===== src/hdl/fpi_pkg.sv =====
// shared types, widths and constants of the parabolic farrow interpolator
// no dependencies; used by fpi_lane, fpi_merge, farrow_parabolic_interpolator and the testbench
package fpi_pkg;

   localparam int SAMPLE_BITS = 16;
   localparam int MU_BITS     = 16;

   // coefficient widths: 2*c1 spans six samples, 2*c2 four
   localparam int A_BITS   = SAMPLE_BITS + 3;
   localparam int B_BITS   = SAMPLE_BITS + 2;
   localparam int MU2_BITS = 2 * MU_BITS;
   localparam int PA_BITS  = MU_BITS + 1 + A_BITS;
   localparam int PB_BITS  = MU2_BITS + 1 + B_BITS;
   localparam int SUM_BITS = MU2_BITS + A_BITS + 2;
   localparam int FRAC_BITS = MU2_BITS + 1;
   localparam int Q_BITS   = SUM_BITS - FRAC_BITS;
   localparam int Y_BITS   = Q_BITS + 1;

   localparam logic signed [SUM_BITS-1:0] ROUND_HALF = SUM_BITS'(1) << MU2_BITS;

   localparam logic signed [Y_BITS-1:0] SAT_HI =
      {{(Y_BITS-SAMPLE_BITS+1){1'b0}}, {(SAMPLE_BITS-1){1'b1}}};
   localparam logic signed [Y_BITS-1:0] SAT_LO =
      {{(Y_BITS-SAMPLE_BITS+1){1'b1}}, {(SAMPLE_BITS-1){1'b0}}};

   typedef struct packed {
      logic signed [SAMPLE_BITS-1:0] sample_i;
      logic signed [SAMPLE_BITS-1:0] sample_q;
   } req_payload_type;

   typedef struct packed {
      logic signed [SAMPLE_BITS-1:0] interp_i;
      logic signed [SAMPLE_BITS-1:0] interp_q;
   } rsp_payload_type;

   typedef struct packed {
      logic advance;
      logic accept;
   } lane_ctrl_type;

endpackage


===== src/hdl/fpi_merge.sv =====
// merging stage: final shift, add of the base sample, saturation, output register
// depends on fpi_pkg
module fpi_merge (
   input  logic                                   clock,
   input  logic                                   advance,
   input  logic signed [fpi_pkg::SUM_BITS-1:0]    sum_i,
   input  logic signed [fpi_pkg::SUM_BITS-1:0]    sum_q,
   input  logic signed [fpi_pkg::SAMPLE_BITS-1:0] x2_i,
   input  logic signed [fpi_pkg::SAMPLE_BITS-1:0] x2_q,
   output fpi_pkg::rsp_payload_type               payload
);

   function automatic logic signed [fpi_pkg::SAMPLE_BITS-1:0] finish(
      input logic signed [fpi_pkg::SUM_BITS-1:0]    s,
      input logic signed [fpi_pkg::SAMPLE_BITS-1:0] base
   );
      logic signed [fpi_pkg::Q_BITS-1:0] q;
      logic signed [fpi_pkg::Y_BITS-1:0] y;
      q = $signed(s[fpi_pkg::SUM_BITS-1:fpi_pkg::FRAC_BITS]);
      y = fpi_pkg::Y_BITS'(q) + fpi_pkg::Y_BITS'(base);
      if (y > fpi_pkg::SAT_HI) begin
         y = fpi_pkg::SAT_HI;
      end else if (y < fpi_pkg::SAT_LO) begin
         y = fpi_pkg::SAT_LO;
      end
      return y[fpi_pkg::SAMPLE_BITS-1:0];
   endfunction

   fpi_pkg::rsp_payload_type payload_in, payload_ff;

   always_comb begin
      payload_in.interp_i = finish(sum_i, x2_i);
      payload_in.interp_q = finish(sum_q, x2_q);
   end

   always_ff @(posedge clock) begin
      if (advance) begin
         payload_ff <= payload_in;
      end
   end

   assign payload = payload_ff;

endmodule


===== config.mk =====
export PLATFORM = sky130hd
export DESIGN_NAME = fpi_merge
export DESIGN_NICKNAME = d
export VERILOG_FILES = /design/src/hdl/fpi_pkg.sv /design/src/hdl/fpi_merge.sv
export SDC_FILE = /design/constraint.sdc
export NUM_CORES = 1
export LEC_CHECK = 0
export ABC_AREA = 1
export ABC_CLOCK_PERIOD_IN_PS = 4800
export BUFFER_PORTS_ARGS = -buffer_cell sky130_fd_sc_hd__buf_2
export CORE_UTILIZATION = 53
export DETAILED_ROUTE_END_ITERATION = 8
export GPL_TIMING_DRIVEN = 0
export PLACE_DENSITY = 0.88
export SLEW_MARGIN = 20
export SYNTH_ARGS = -nofsm -noshare
export SYNTH_HDL_FRONTEND = slang
export SYNTH_SLANG_ARGS = --single-unit

===== constraint.sdc =====
create_clock -name clock -period 4.8 [get_ports clock]
set_clock_uncertainty 0.2 [all_clocks]
set_input_delay 0.24 -clock clock [delete_from_list [all_inputs] [get_ports clock]]
set_output_delay 0.24 -clock clock [all_outputs]
set_load 0.1 [all_outputs]

# Yosys cells after proc, flatten, opt, wreduce, memory -nomap -nowiden
# Cells that the tools add are included.
op_classes:
  addsub: 2
  n_lt_le_gt_ge: 4
  n_mux: 2
ops:
  columns: ["cell", "count"]
  rows:
  - ["$add 20x16->21", 2]
  - ["$gt 21x16->1 const B", 2]
  - ["$lt 21x16->1 const B", 2]
  - ["$mux 16", 2]
totals:
  register_bits: 32
  in_bits: 140
  output_inout_bits: 32
  word_cells: 10

# Longest topological paths before layout
depth:
  depth_word: 3
  depth_mapped: 18
  depth_no_buf: 17

# Worst setup path after synthesis
# No wires, ideal clock.
synth_path:
  path_kind: "input -> register"
  start: "input sum_q[33] in the netlist's numbering"
  end: "register payload_ff, in the netlist payload[13], data pin"
  setup_time_ps: 253
  arrival_ps: 1880
  t_required_ps: 4347
  slack_ps: 2466
  stages: 14
  cell_sequence: "ha_1 fa_1 nand2_1 nand3_1 and2_1 nand3_1 nand3_1 nand2_1 nand2_1 inv_1 nand2_2 buf_6 nand2_1 nand2_1"
synth_between:
  elab_chain_len: 3
synth_lines:
  columns: ["item", "line", "rtl"]
  rows:
  - ["from (decl)", "fpi_merge.sv:7", "input logic signed [fpi_pkg::SUM_BITS-1:0] sum_q,"]
  - ["$add 20x16->21 (*)", "fpi_merge.sv:20", "y = fpi_pkg::Y_BITS'(q) + fpi_pkg::Y_BITS'(base);"]
  - ["$lt 21x16->1", "fpi_merge.sv:23", "end else if (y < fpi_pkg::SAT_LO) begin"]
  - ["$mux 16", "fpi_merge.sv:23", null]
  - ["to (signal assigned)", "fpi_merge.sv:38", "payload_ff <= payload_in;"]
  - ["to (decl)", "fpi_merge.sv:29", "fpi_pkg::rsp_payload_type payload_in, payload_ff;"]
# Every way passes the cells marked *; elsewhere a longest branch is shown, timed or not.
# A chain may end at the register's enable or synchronous reset.

# Worst setup path in the final report
layout_path:
  start: "input sum_q[33] in the netlist's numbering"
  end: "register payload_ff, in the netlist payload[14], data pin"
# The elaborated chain is that of the path after synthesis.

==> run_results.csv <==
group,metric,value,unit
pwr,p_comb_share,59.2,%
worst_setup_path,crit_top_cell,"nand2_1",
worst_setup_path,cp.arrival,2320,ps
finish,layout_common_cells,"nand2_1 (268), inv_1 (109), buf_2 (105)",
die,initial_core_util,54.8,%
sta,rsz0062_at_grt,"false",
worst_setup_path,path_delay_family,"simple AND/OR/NAND/NOR gates",
die,ios,172,
place,routabilityCongestion,0.915,
clock_tree,cts.clk_slew.worst_paths,60,ps
worst_setup_path,worstPathCellList,"buf_2 -> ha_1 -> fa_1 -> nand2_1 -> nand3_1 -> and2_1 -> nand3_1 -> nand3_1 -> nand2_1 -> nand2_1 -> inv_1 -> nand2_2 -> buf_6 -> nand2_1 -> nand2_1",
synth,netlist.top_cell.by_area,"nand2_1",
worst_setup_path,start_kind,"primary input",
sta,max_freq,402,MHz
synth,synthCells,632,
pwr,switching_share,51.9,%
global_routing,grt_use_total,24.7,%
global_routing,antenna_found_initial,0,
place,io_buffers,105,
global_routing,grt_max_degree,33,
finish,seqCellArea,961,sq um
clock_tree,cts_resized,0,
min_path,worstHoldStart,"x2_q[0]",
sta,period_share,51.8,%
global_routing,overflow,0,
route,vias,4113,
sta,slew_viol_final,0,
synth,syn-cell-area,3980,sq um
route,first_iter_violations,205,
sta,fin_setup_tns,0,ps
sta,hold_viol,0,
synth,synth-seq-area-share,24.2,%
worst_setup_path,crit_path_end_kind,"flop",
sta,worstMarginPinSlew,654,ps
global_routing,grt_pass1_wl,15400,microns
clock_tree,cts_tree,"done",
synth,ys_warn_count,0,
sta,min_period,2490,ps
synth,yosys.cell_types.count,29,
clock_tree,cts_setup_buffers,0,
worst_setup_path,critical_path_required,4640,ps
die,die_width,88.6,microns
worst_setup_path,path_max_fanout,10,
die,dieHeight,88.6,microns
route,drc_errors,0,
finish,layout.nets,926,
pwr,powerDensity,333,nW/um^2
finish,final_common_cell,"nand2_1",
pwr,p_int,0.000760,W
place,post-dp-hpwl,8070,microns
clock_tree,cts_hold_buffers,0,
pwr,seqPwrFrac,25.1,%
sta,max_slew_margin,56.4,%
worst_setup_path,path_buf_inv,3,
route,ant_nets,0,
clock_tree,htreeDepth,2,
clock_tree,cts_made_buffers,5,
die,rows,31,
finish,design_area,4730,sq um
route,avgViaCountPerCell,4.87,
route,dr.pass1.iters,6,
clock_tree,clockRootBuffer,"clkbuf_8",
min_path,worstHoldEndpoint,"payload[0]$_SDFFCE_PN1P_",
synth,synth_area_per_cell,6.29,sq um
worst_setup_path,crit_type,"primary input to flop",
clock_tree,clock_sinks,32,
finish,area_delta_synth_final,19.0,%
sta,holdWs,142,ps
synth,synth_area_leaders,"nand2_1 (25%), edfxtp_1 (24%), ha_1 (13%), inv_1 (10%), a21oi_1 (4.4%)",
finish,layout-drive-gt1-share,18.5,%
synth,ys_seq_elements,32,
worst_setup_path,cpMaxStageDelayCell,"fa_1",
pwr,p_clk_share,15.7,%
die,core-area,7250,sq um
route,wire_per_inst,11.2,microns
finish,n_antenna_cell,0,
pwr,max-vdd-ir-drop,0.000164,V
place,place_area,4630,sq um
route,routed_wirelength,9470,microns
min_path,hold_path_class,"primary input to flop",
clock_tree,clk_path_buf_depth,2,
synth,synth_top_area_share,25.3,%
finish,fillerInstances,667,
min_path,hold_path_depth,4,
global_routing,grt_pass1_vias,3597,
worst_setup_path,cpPeakStageDelay,480,ps
job,max_cap_viol_count,0,
finish,largest_reg_flops,32,
finish,multi_input_area,2560,sq um
pwr,power_leakage,2.71,nW
sta,setup_viol,0,
outcome,status,"finished clean",
pwr,p_switching,0.000819,W
die,die_area,7860,sq um
synth,syn-num-nets,814,
==> power groups by stage <==
stage	Combinational [W]	Clock (W)	Sequential (W)
floorplan	0.000364	0	0.000795
global placement	0.000914	0	0.000400
detailed placement	0.000927	0	0.000403
CTS	0.000930	0.000246	0.000397
global route	0.00101	0.000257	0.000402
finish	0.000935	0.000247	0.000396
==> cell usage after synthesis (all sizes together) <==
cell type and number:
a21oi 35, and2 4, buf 4, clkinv 1
edfxtp 32, fa 2, ha 40, inv 110
nand2 279, nand3 33, nand3b 1, nand4 9
nor2 42, nor3 3, o21ai 4, o21bai 3
o31ai 1, or2 2, xnor2 11, xor2 16
==> stage by stage <==
step / cells / setup slack (ps) / utilization [%] / total power, W
after detailed placement: 836 / 2050 / 63.8 / 0.00133
after global placement: 836 / 2060 / 63.8 / 0.00131
after floorplan: 632 / 2470 / - / 0.00116
final: 844 / 2310 / 65.3 / 0.00158
after CTS: 844 / 2330 / 65.3 / 0.00157
after global routing: 844 / 2110 / 65.3 / 0.00167
==> logic make-up after synthesis <==
| logic type | after synthesis | share of synthesized area (%) |
|---|---|---|
| XOR/XNOR | 27 | 6.13 |
| AO/OA/AOI/OAI | 43 | 5.66 |
| AND/OR/NAND/NOR | 373 | 38.9 |
| buffers and inverters | 115 | 11.5 |
| adder cells (fa/ha/maj) | 42 | 13.6 |
| flip-flops | 32 | 24.2 |
==> worst max path at each step <==
stage | from | to | slack (ps) | cells after the start
finish | sum_q[33] | payload[14]$_SDFFCE_PN1P_ | 2310 | 15
global route | sum_q[33] | payload[13]$_SDFFCE_PN1P_ | 2110 | 16
CTS | sum_q[33] | payload[14]$_SDFFCE_PN1P_ | 2330 | 15
detailed placement | sum_q[33] | payload[14]$_SDFFCE_PN1P_ | 2050 | 15
global placement | sum_q[33] | payload[11]$_SDFFCE_PN1P_ | 2060 | 15
floorplan | sum_q[33] | payload[13]$_SDFFCE_PN1P_ | 2470 | 14
==> layout make-up <==
type | instances | share of cell area [%]
inverter | 111 | 8.80
timing repair buffer | 105 | 11.1
clock inverter | 2 | 0.740
buffer | 4 | 0.872
tap | 99 | 2.62
sequential | 32 | 20.3
multi-input combinational | 485 | 54.0
clock buffer | 6 | 1.53
==> worst min-delay path: cells and delay by family <==
family | cells | cell delay (ps)
buffers and inverters | 1 | 80
adders and majority gates | 1 | 110
and+or+nand+nor | 2 | 100
==> per-layer routing <==
metal	track usage, %	vias up	share of wire [%]
met1	32.9	1792	47
met2	43.1	126	47
met3	1.77	16	4.4
li1	-	2179	-
met4	7.33	0	1.8
met5	0	-	0
No activity file was read; power rests on OpenSTA's default activity.
