**config.mk**
```make
export PLATFORM = sky130hd
export DESIGN_NAME = fpi_lane
export DESIGN_NICKNAME = d
export VERILOG_FILES = /design/src/hdl/fpi_pkg.sv /design/src/hdl/fpi_lane.sv
export SDC_FILE = /design/constraint.sdc
export NUM_CORES = 2
export LEC_CHECK = 0
export BUFFER_PORTS_ARGS = -buffer_cell sky130_fd_sc_hd__clkbuf_2
export CAP_MARGIN = 20
export CORE_MARGIN = 8
export CORE_UTILIZATION = 55
export DETAILED_ROUTE_END_ITERATION = 10
export PLACE_DENSITY = 0.75
export SLEW_MARGIN = 25
export SYNTH_ARGS = -nofsm -noshare
export SYNTH_HDL_FRONTEND = slang
export SYNTH_SLANG_ARGS = --single-unit
```
**constraint.sdc**
```tcl
create_clock -name clock -period 12.7 [get_ports clock]
set_input_delay 1.27 -clock clock [delete_from_list [all_inputs] [get_ports clock]]
set_output_delay 1.27 -clock clock [all_outputs]
set_load 0.01 [all_outputs]
```
**src/hdl/fpi_pkg.sv**
```systemverilog
// shared types, widths and constants of the parabolic farrow interpolator
// no dependencies; used by fpi_lane, fpi_merge, farrow_parabolic_interpolator and the testbench
package fpi_pkg;

   localparam int SAMPLE_BITS = 16;
   localparam int MU_BITS     = 16;

   // coefficient widths: 2*c1 spans six samples, 2*c2 four
   localparam int A_BITS   = SAMPLE_BITS + 3;
   localparam int B_BITS   = SAMPLE_BITS + 2;
   localparam int MU2_BITS = 2 * MU_BITS;
   localparam int PA_BITS  = MU_BITS + 1 + A_BITS;
   localparam int PB_BITS  = MU2_BITS + 1 + B_BITS;
   localparam int SUM_BITS = MU2_BITS + A_BITS + 2;
   localparam int FRAC_BITS = MU2_BITS + 1;
   localparam int Q_BITS   = SUM_BITS - FRAC_BITS;
   localparam int Y_BITS   = Q_BITS + 1;

   localparam logic signed [SUM_BITS-1:0] ROUND_HALF = SUM_BITS'(1) << MU2_BITS;

   localparam logic signed [Y_BITS-1:0] SAT_HI =
      {{(Y_BITS-SAMPLE_BITS+1){1'b0}}, {(SAMPLE_BITS-1){1'b1}}};
   localparam logic signed [Y_BITS-1:0] SAT_LO =
      {{(Y_BITS-SAMPLE_BITS+1){1'b1}}, {(SAMPLE_BITS-1){1'b0}}};

   typedef struct packed {
      logic signed [SAMPLE_BITS-1:0] sample_i;
      logic signed [SAMPLE_BITS-1:0] sample_q;
   } req_payload_type;

   typedef struct packed {
      logic signed [SAMPLE_BITS-1:0] interp_i;
      logic signed [SAMPLE_BITS-1:0] interp_q;
   } rsp_payload_type;

   typedef struct packed {
      logic advance;
      logic accept;
   } lane_ctrl_type;

endpackage

```
**src/hdl/fpi_lane.sv**
```systemverilog
// one component lane: sample history, coefficients, products and rounded sum
// depends on fpi_pkg
module fpi_lane (
   input  logic                                  clock,
   input  logic                                  reset,
   input  fpi_pkg::lane_ctrl_type                ctrl,
   input  logic signed [fpi_pkg::SAMPLE_BITS-1:0] sample,
   input  logic [fpi_pkg::MU_BITS-1:0]           mu,
   input  logic [fpi_pkg::MU2_BITS-1:0]          mu_sq,
   output logic signed [fpi_pkg::SUM_BITS-1:0]   sum,
   output logic signed [fpi_pkg::SAMPLE_BITS-1:0] x2
);

   logic signed [fpi_pkg::SAMPLE_BITS-1:0] hist0_ff, hist1_ff, hist2_ff;

   logic signed [fpi_pkg::A_BITS-1:0] x0e, x1e, x2e, x3e;
   logic signed [fpi_pkg::A_BITS-1:0] a_in, a_ff;
   logic signed [fpi_pkg::B_BITS-1:0] b_in, b_ff;
   logic signed [fpi_pkg::SAMPLE_BITS-1:0] x2s1_ff, x2s2_ff, x2s3_ff;
   logic signed [fpi_pkg::PA_BITS-1:0] pa_in, pa_ff;
   logic signed [fpi_pkg::PB_BITS-1:0] pb_in, pb_ff;
   logic signed [fpi_pkg::SUM_BITS-1:0] sum_in, sum_ff;

   always_ff @(posedge clock) begin
      if (reset) begin
         hist0_ff <= '0;
         hist1_ff <= '0;
         hist2_ff <= '0;
      end else if (ctrl.accept) begin
         hist0_ff <= sample;
         hist1_ff <= hist0_ff;
         hist2_ff <= hist1_ff;
      end
   end

   always_comb begin
      x0e    = fpi_pkg::A_BITS'(sample);
      x1e    = fpi_pkg::A_BITS'(hist0_ff);
      x2e    = fpi_pkg::A_BITS'(hist1_ff);
      x3e    = fpi_pkg::A_BITS'(hist2_ff);
      a_in   = (x1e <<< 1) + x1e - x0e - x2e - x3e;
      b_in   = fpi_pkg::B_BITS'(x0e - x1e - x2e + x3e);
      pa_in  = $signed({1'b0, mu}) * a_ff;
      pb_in  = $signed({1'b0, mu_sq}) * b_ff;
      sum_in = fpi_pkg::SUM_BITS'($signed({pa_ff, {fpi_pkg::MU_BITS{1'b0}}}))
             + fpi_pkg::SUM_BITS'(pb_ff) + fpi_pkg::ROUND_HALF;
   end

   // payload stages move together with the valid pipeline in the top level
   always_ff @(posedge clock) begin
      if (ctrl.advance) begin
         a_ff    <= a_in;
         b_ff    <= b_in;
         x2s1_ff <= hist1_ff;
         pa_ff   <= pa_in;
         pb_ff   <= pb_in;
         x2s2_ff <= x2s1_ff;
         sum_ff  <= sum_in;
         x2s3_ff <= x2s2_ff;
      end
   end

   assign sum = sum_ff;
   assign x2  = x2s3_ff;

endmodule

```
Word-level counts from Yosys, hierarchy flattened --
Cells that the tools add are included.
Word-level totals: bits in registers 273, output and inout port bits 69, logic and storage cells 22
Operators by class: add/sub/neg operators 9, $mul 2
Operators by type and width (count):
- 52-bit by 51-bit adder with 53-bit output | 1
- 53-bit by 34-bit adder with 53-bit output (second input constant) | 1
- 33-bit by 18-bit multiplier with 51-bit output | 1
- 19-bit by 16-bit subtractor with 19-bit output | 2
- 17-bit by 19-bit multiplier with 36-bit output | 1
- 18-bit by 16-bit subtractor with 19-bit output | 1
- 17-bit by 16-bit adder with 18-bit output | 1
- 18-bit by 16-bit adder with 18-bit output | 1
- 17-bit by 16-bit subtractor with 18-bit output | 1
- 16-bit by 16-bit subtractor with 17-bit output | 1

Longest topological paths before layout --
depth after elaboration 4, mapped depth 25, depth with buffers taken out 23

Worst setup path before layout --
OpenSTA, ideal clock, no wires.
path kind input to register, from in mu[2] in the netlist's numbering, to reg pa_ff[34] in the netlist's numbering (data pin), library setup time 262 ps, arrival 6984 ps, required time 12438 ps, path slack 5453 ps, stages 23, buffers on the path 2, cell sequence clkbuf_1 > clkbuf_1 > nand2_1 > fa_1 > inv_1 > fa_1 > inv_1 > fa_1 > inv_1 > fa_1 > fa_1 > inv_1 > fa_1 > inv_1 > ha_1 > a21oi_1 > o22ai_1 > o41a_1 > a41oi_1 > a21oi_1 > a211oi_2 > a21oi_1 > xor2_1
Between the ends: word-level cells in the longest chain between the ends 1
Ends and longest elaborated chain:
- start, declared | RTL line fpi_lane.sv:8 | input logic [fpi_pkg::MU_BITS-1:0] mu,
- 17-bit by 19-bit multiplier with 36-bit output | RTL line fpi_lane.sv:43 | pa_in = $signed({1'b0, mu}) * a_ff;
- via pa_in (one bit) | RTL line fpi_lane.sv:20 | logic signed [fpi_pkg::PA_BITS-1:0] pa_in, pa_ff;
- end signal, assigned | RTL line fpi_lane.sv:55 | pa_ff <= pa_in;
- end, declared | RTL line fpi_lane.sv:20
The timed path passes the listed nets, and every way through them passes these cells. A chain may end at the register's enable or synchronous reset.

Final worst setup path --
from in mu_sq[8] in the netlist's numbering, to reg pb_ff[46] in the netlist's numbering (data pin)
Between the ends: word-level cells in the longest chain between the ends 1
Ends and longest elaborated chain:
- start, declared | RTL line fpi_lane.sv:9 | input logic [fpi_pkg::MU2_BITS-1:0] mu_sq,
- 33-bit by 18-bit multiplier with 51-bit output | RTL line fpi_lane.sv:44 | pb_in = $signed({1'b0, mu_sq}) * b_ff;
- via pb_in (one bit) | RTL line fpi_lane.sv:21 | logic signed [fpi_pkg::PB_BITS-1:0] pb_in, pb_ff;
- end signal, assigned | RTL line fpi_lane.sv:56 | pb_ff <= pb_in;
- end, declared | RTL line fpi_lane.sv:21
The timed path passes the listed nets, and every way through them passes these cells.

==> flow_summary.json <==
{
  "drc": 0,
  "maxSlewViolCount": 0,
  "postCtsSetupRepairBufs": 0,
  "critPathTopFamily": "adder cells",
  "grt_max_degree": 79,
  "clkLatencyLatePin_ns": 0.56,
  "worstSetupPathType": "in -> reg",
  "slowest_stage": "a2111oi_2",
  "cts_resized": 0,
  "die-area_um2": 90210,
  "final_cells": 5643,
  "die_h_um": 300.4,
  "io_pins": 137,
  "cap_violations": 0,
  "core_region_area_um2": 80290,
  "ant_nets": 0,
  "fin_crit_ns": 7.271,
  "flow.area_growth_from_synthesis_pct": 5.247,
  "hpwl_mm": 79.68,
  "routed_wl_mm": 101.1,
  "final_nets": 5864,
  "fin_tns_setup_ns": 0,
  "finalCritPeriodShare_pct": 57.25,
  "min_path_cells": 0,
  "first_pass_iters": 6,
  "grt_pass1_wl_mm": 169.2,
  "synth_area_um2": 44470,
  "viasPerCell": 5.424,
  "htreeDepth": 1,
  "wl_per_cell_um": 17.92,
  "cts_root_buffer": "clkbuf_16",
  "ys_seq_area_share_pct": 17.35,
  "required_ns": 13.12,
  "yosys_warnings": 0,
  "synth_top_area_cell": "fa_1",
  "synth_ff_type": "edfxtp_1",
  "initial_core_util_pct": 55.39,
  "synth.area.top_cells": "fa_1 39%, edfxtp_1 15%, ha_1 10%",
  "cts_buffers": 25,
  "cp-startpoint": "mu_sq[8]",
  "syn_nets": 5849,
  "num_rows": 104,
  "grt_overflow": 0,
  "cpPeakStageDelay_ns": 0.67,
  "grt_pass1_vias": 33520,
  "placed_cells": 5596,
  "ys_seq_elements": 273,
  "hold_class": "reg -> reg",
  "slew_headroom_pct": 36.63,
  "cts_buffer_depth": 3,
  "multiInputGateArea_um2": 32060,
  "antenna_found_initial": 11,
  "synthCells": 4549,
  "setup_violations": 0,
  "place.gp.congestion": 0.8880,
  "final.setup_skew_ns": 0.02711,
  "status": "finished clean",
  "cpMostUsedCell": "fa_1",
  "synth.avg_cell_area_um2": 9.776,
  "clock-sinks": 273,
  "synth_top_area_share_pct": 39.12,
  "tightest_slew_ns": 0.9505,
  "port_buffers": 136,
  "r2r_slack_ns": 5.46,
  "synth_edf_count": 225,
  "crit_fanout": 18,
  "max_freq_mhz": 137.5,
  "cp_cell_sequence": "clkbuf_2 > and2_1 > fa_1 > inv_1 > fa_1 > fa_1 > inv_1 > fa_1 > fa_1 > inv_1 > fa_1 > inv_1 > ha_1 > nand3_1 > a211oi_1 > a21oi_1 > a2111oi_2 > o21ai_1 > a21oi_1 > o211ai_1 > a211oi_1 > nand3b_1",
  "drive_above_1_share_pct": 4.628,
  "worstPathArrival_ns": 7.69,
  "synthArstFlopShare_pct": 0,
  "r2r.worst_path.cells": 20,
  "fp.dieW_um": 300.4,
  "fillerInstances": 6804,
  "synth.distinct_cells": 75,
  "hold_path_end": "x2s2_ff[8]",
  "cts_hold_buffers": 0,
  "critPathLaunchType": "input pin",
  "reg2reg_from": "b_ff[17]",
  "crit_buf_inv": 5,
  "num_vias": 30610,
  "cts_tree": "done",
  "endpoint_kind": "flop",
  "register_area_um2": 7717,
  "rr_endpoint": "pb_ff[46]",
  "grt.total_usage_pct": 23.12,
  "clk_pin_slew_ns": 0.07,
  "rsz0062_at_grt": "false",
  "drt_first_iter_violations": 1874,
  "worst_hold_startpoint": "x2s1_ff[8]",
  "final_hold_viol_count": 0
}
## metal layers
metal | GRT usage (%) | share of wire (%) | vias to the layer above
li1 | - | - | 13820
met1 | 28.93 | 39 | 15620
met2 | 40.24 | 50 | 908
met3 | 3.423 | 6.3 | 249
met4 | 9.179 | 4.4 | 8
met5 | 0 | 0.056 | -
## registers in the layout, indices dropped and copies added, names as in the netlist
| signal | flops |
|---|---|
| x2 | 16 |
| x2s1_ff | 16 |
| pa_ff | 36 |
| pb_ff | 51 |
| hist2_ff | 16 |
| sum | 53 |
| b_ff | 18 |
| hist0_ff | 16 |
| x2s2_ff | 16 |
| a_ff | 19 |
| hist1_ff | 16 |
## cells in the final DEF, fill, tap and decap left out, types with 7 or more instances in the layout
cell,Yosys,final
buf_4,0,21
clkbuf_2,0,135
nand2_1,555,555
nor2_1,152,152
a21oi_1,123,123
fa_1,869,869
or3_1,11,11
inv_1,1082,1082
o21a_1,16,16
o21ai_1,11,11
nand3b_1,8,8
a21o_1,67,67
clkbuf_1,160,7
mux2i_1,50,50
o21bai_1,21,21
and3_1,20,20
dfxtp_1,48,48
edfxtp_1,225,225
ha_1,363,363
clkbuf_16,0,27
nor2b_1,14,14
xor2_1,30,30
nand3_1,36,36
o211ai_1,12,12
o21ai_0,44,44
nor3_1,25,25
nand4_1,11,11
xnor2_1,104,104
and2_1,348,348
nand2b_1,23,23
a211oi_1,18,18
## how the worst max path moves through the flow
stage                end  cells after the start  slack (ns)
2_1_floorplan  pa_ff[34]                     23        5.45
3_3_place_gp   pb_ff[46]                     23        5.02
3_5_place_dp   pa_ff[35]                     23        4.95
4_1_cts        pa_ff[35]                     23        5.54
5_1_grt        pb_ff[46]                     22        5.00
6_report       pb_ff[46]                     22        5.43
## logic make-up after synthesis
group	count (synthesis)	synth area share [%]
buffers and inverters	1252	10.57
adder cells (fa/ha/maj)	1232	49.33
AND/OR/NAND/NOR	1223	13.14
AO/OA/AOI/OAI	385	5.841
flip-flops	273	17.35
XOR/XNOR	134	2.639
multiplexers	50	1.125
## layout make-up
type | count | share of cell area [%]
multi-input combinational | 3024 | 68.49
antenna | 2 | 0.01069
clock inverter | 10 | 0.1497
inverter | 1082 | 8.677
timing repair buffer | 158 | 1.855
tap | 1060 | 2.834
sequential | 273 | 16.49
clock buffer | 34 | 1.500
## metrics by stage
step           cell area [µm²]  utilization [%]  setup slack (ns)  hold WS (ns)
2_1_floorplan            44470                -             5.453        0.4003
3_3_place_gp             46010            57.31             5.023        0.4016
3_5_place_dp             46010            57.31             4.951        0.4052
4_1_cts                  46780            58.27             5.536        0.4211
5_1_grt                  46800            58.30             5.001        0.4223
6_report                 46810            58.30             5.429        0.4190
## Yosys cell counts, drive strengths merged, types with 7 or more instances
| library cell | number |
|---|---|
| edfxtp | 225 |
| xor2 | 30 |
| ha | 363 |
| o21bai | 21 |
| a21boi | 7 |
| o21a | 16 |
| and2 | 348 |
| dfxtp | 48 |
| nor2b | 14 |
| nand3b | 8 |
| nand2b | 23 |
| o211ai | 12 |
| a21o | 67 |
| nand3 | 36 |
| fa | 869 |
| nand2 | 555 |
| mux2i | 50 |
| inv | 1082 |
| nand4 | 11 |
| buf | 10 |
| clkbuf | 160 |
| or3 | 11 |
| xnor2 | 104 |
| and3 | 21 |
| o21ai | 55 |
| a211oi | 19 |
| nor3 | 25 |
| a21oi | 124 |
| nor2 | 153 |
Power is left out: the tool's default activity adds up to more than one toggle a clock period on the data nets, which glitch-free logic cannot reach.
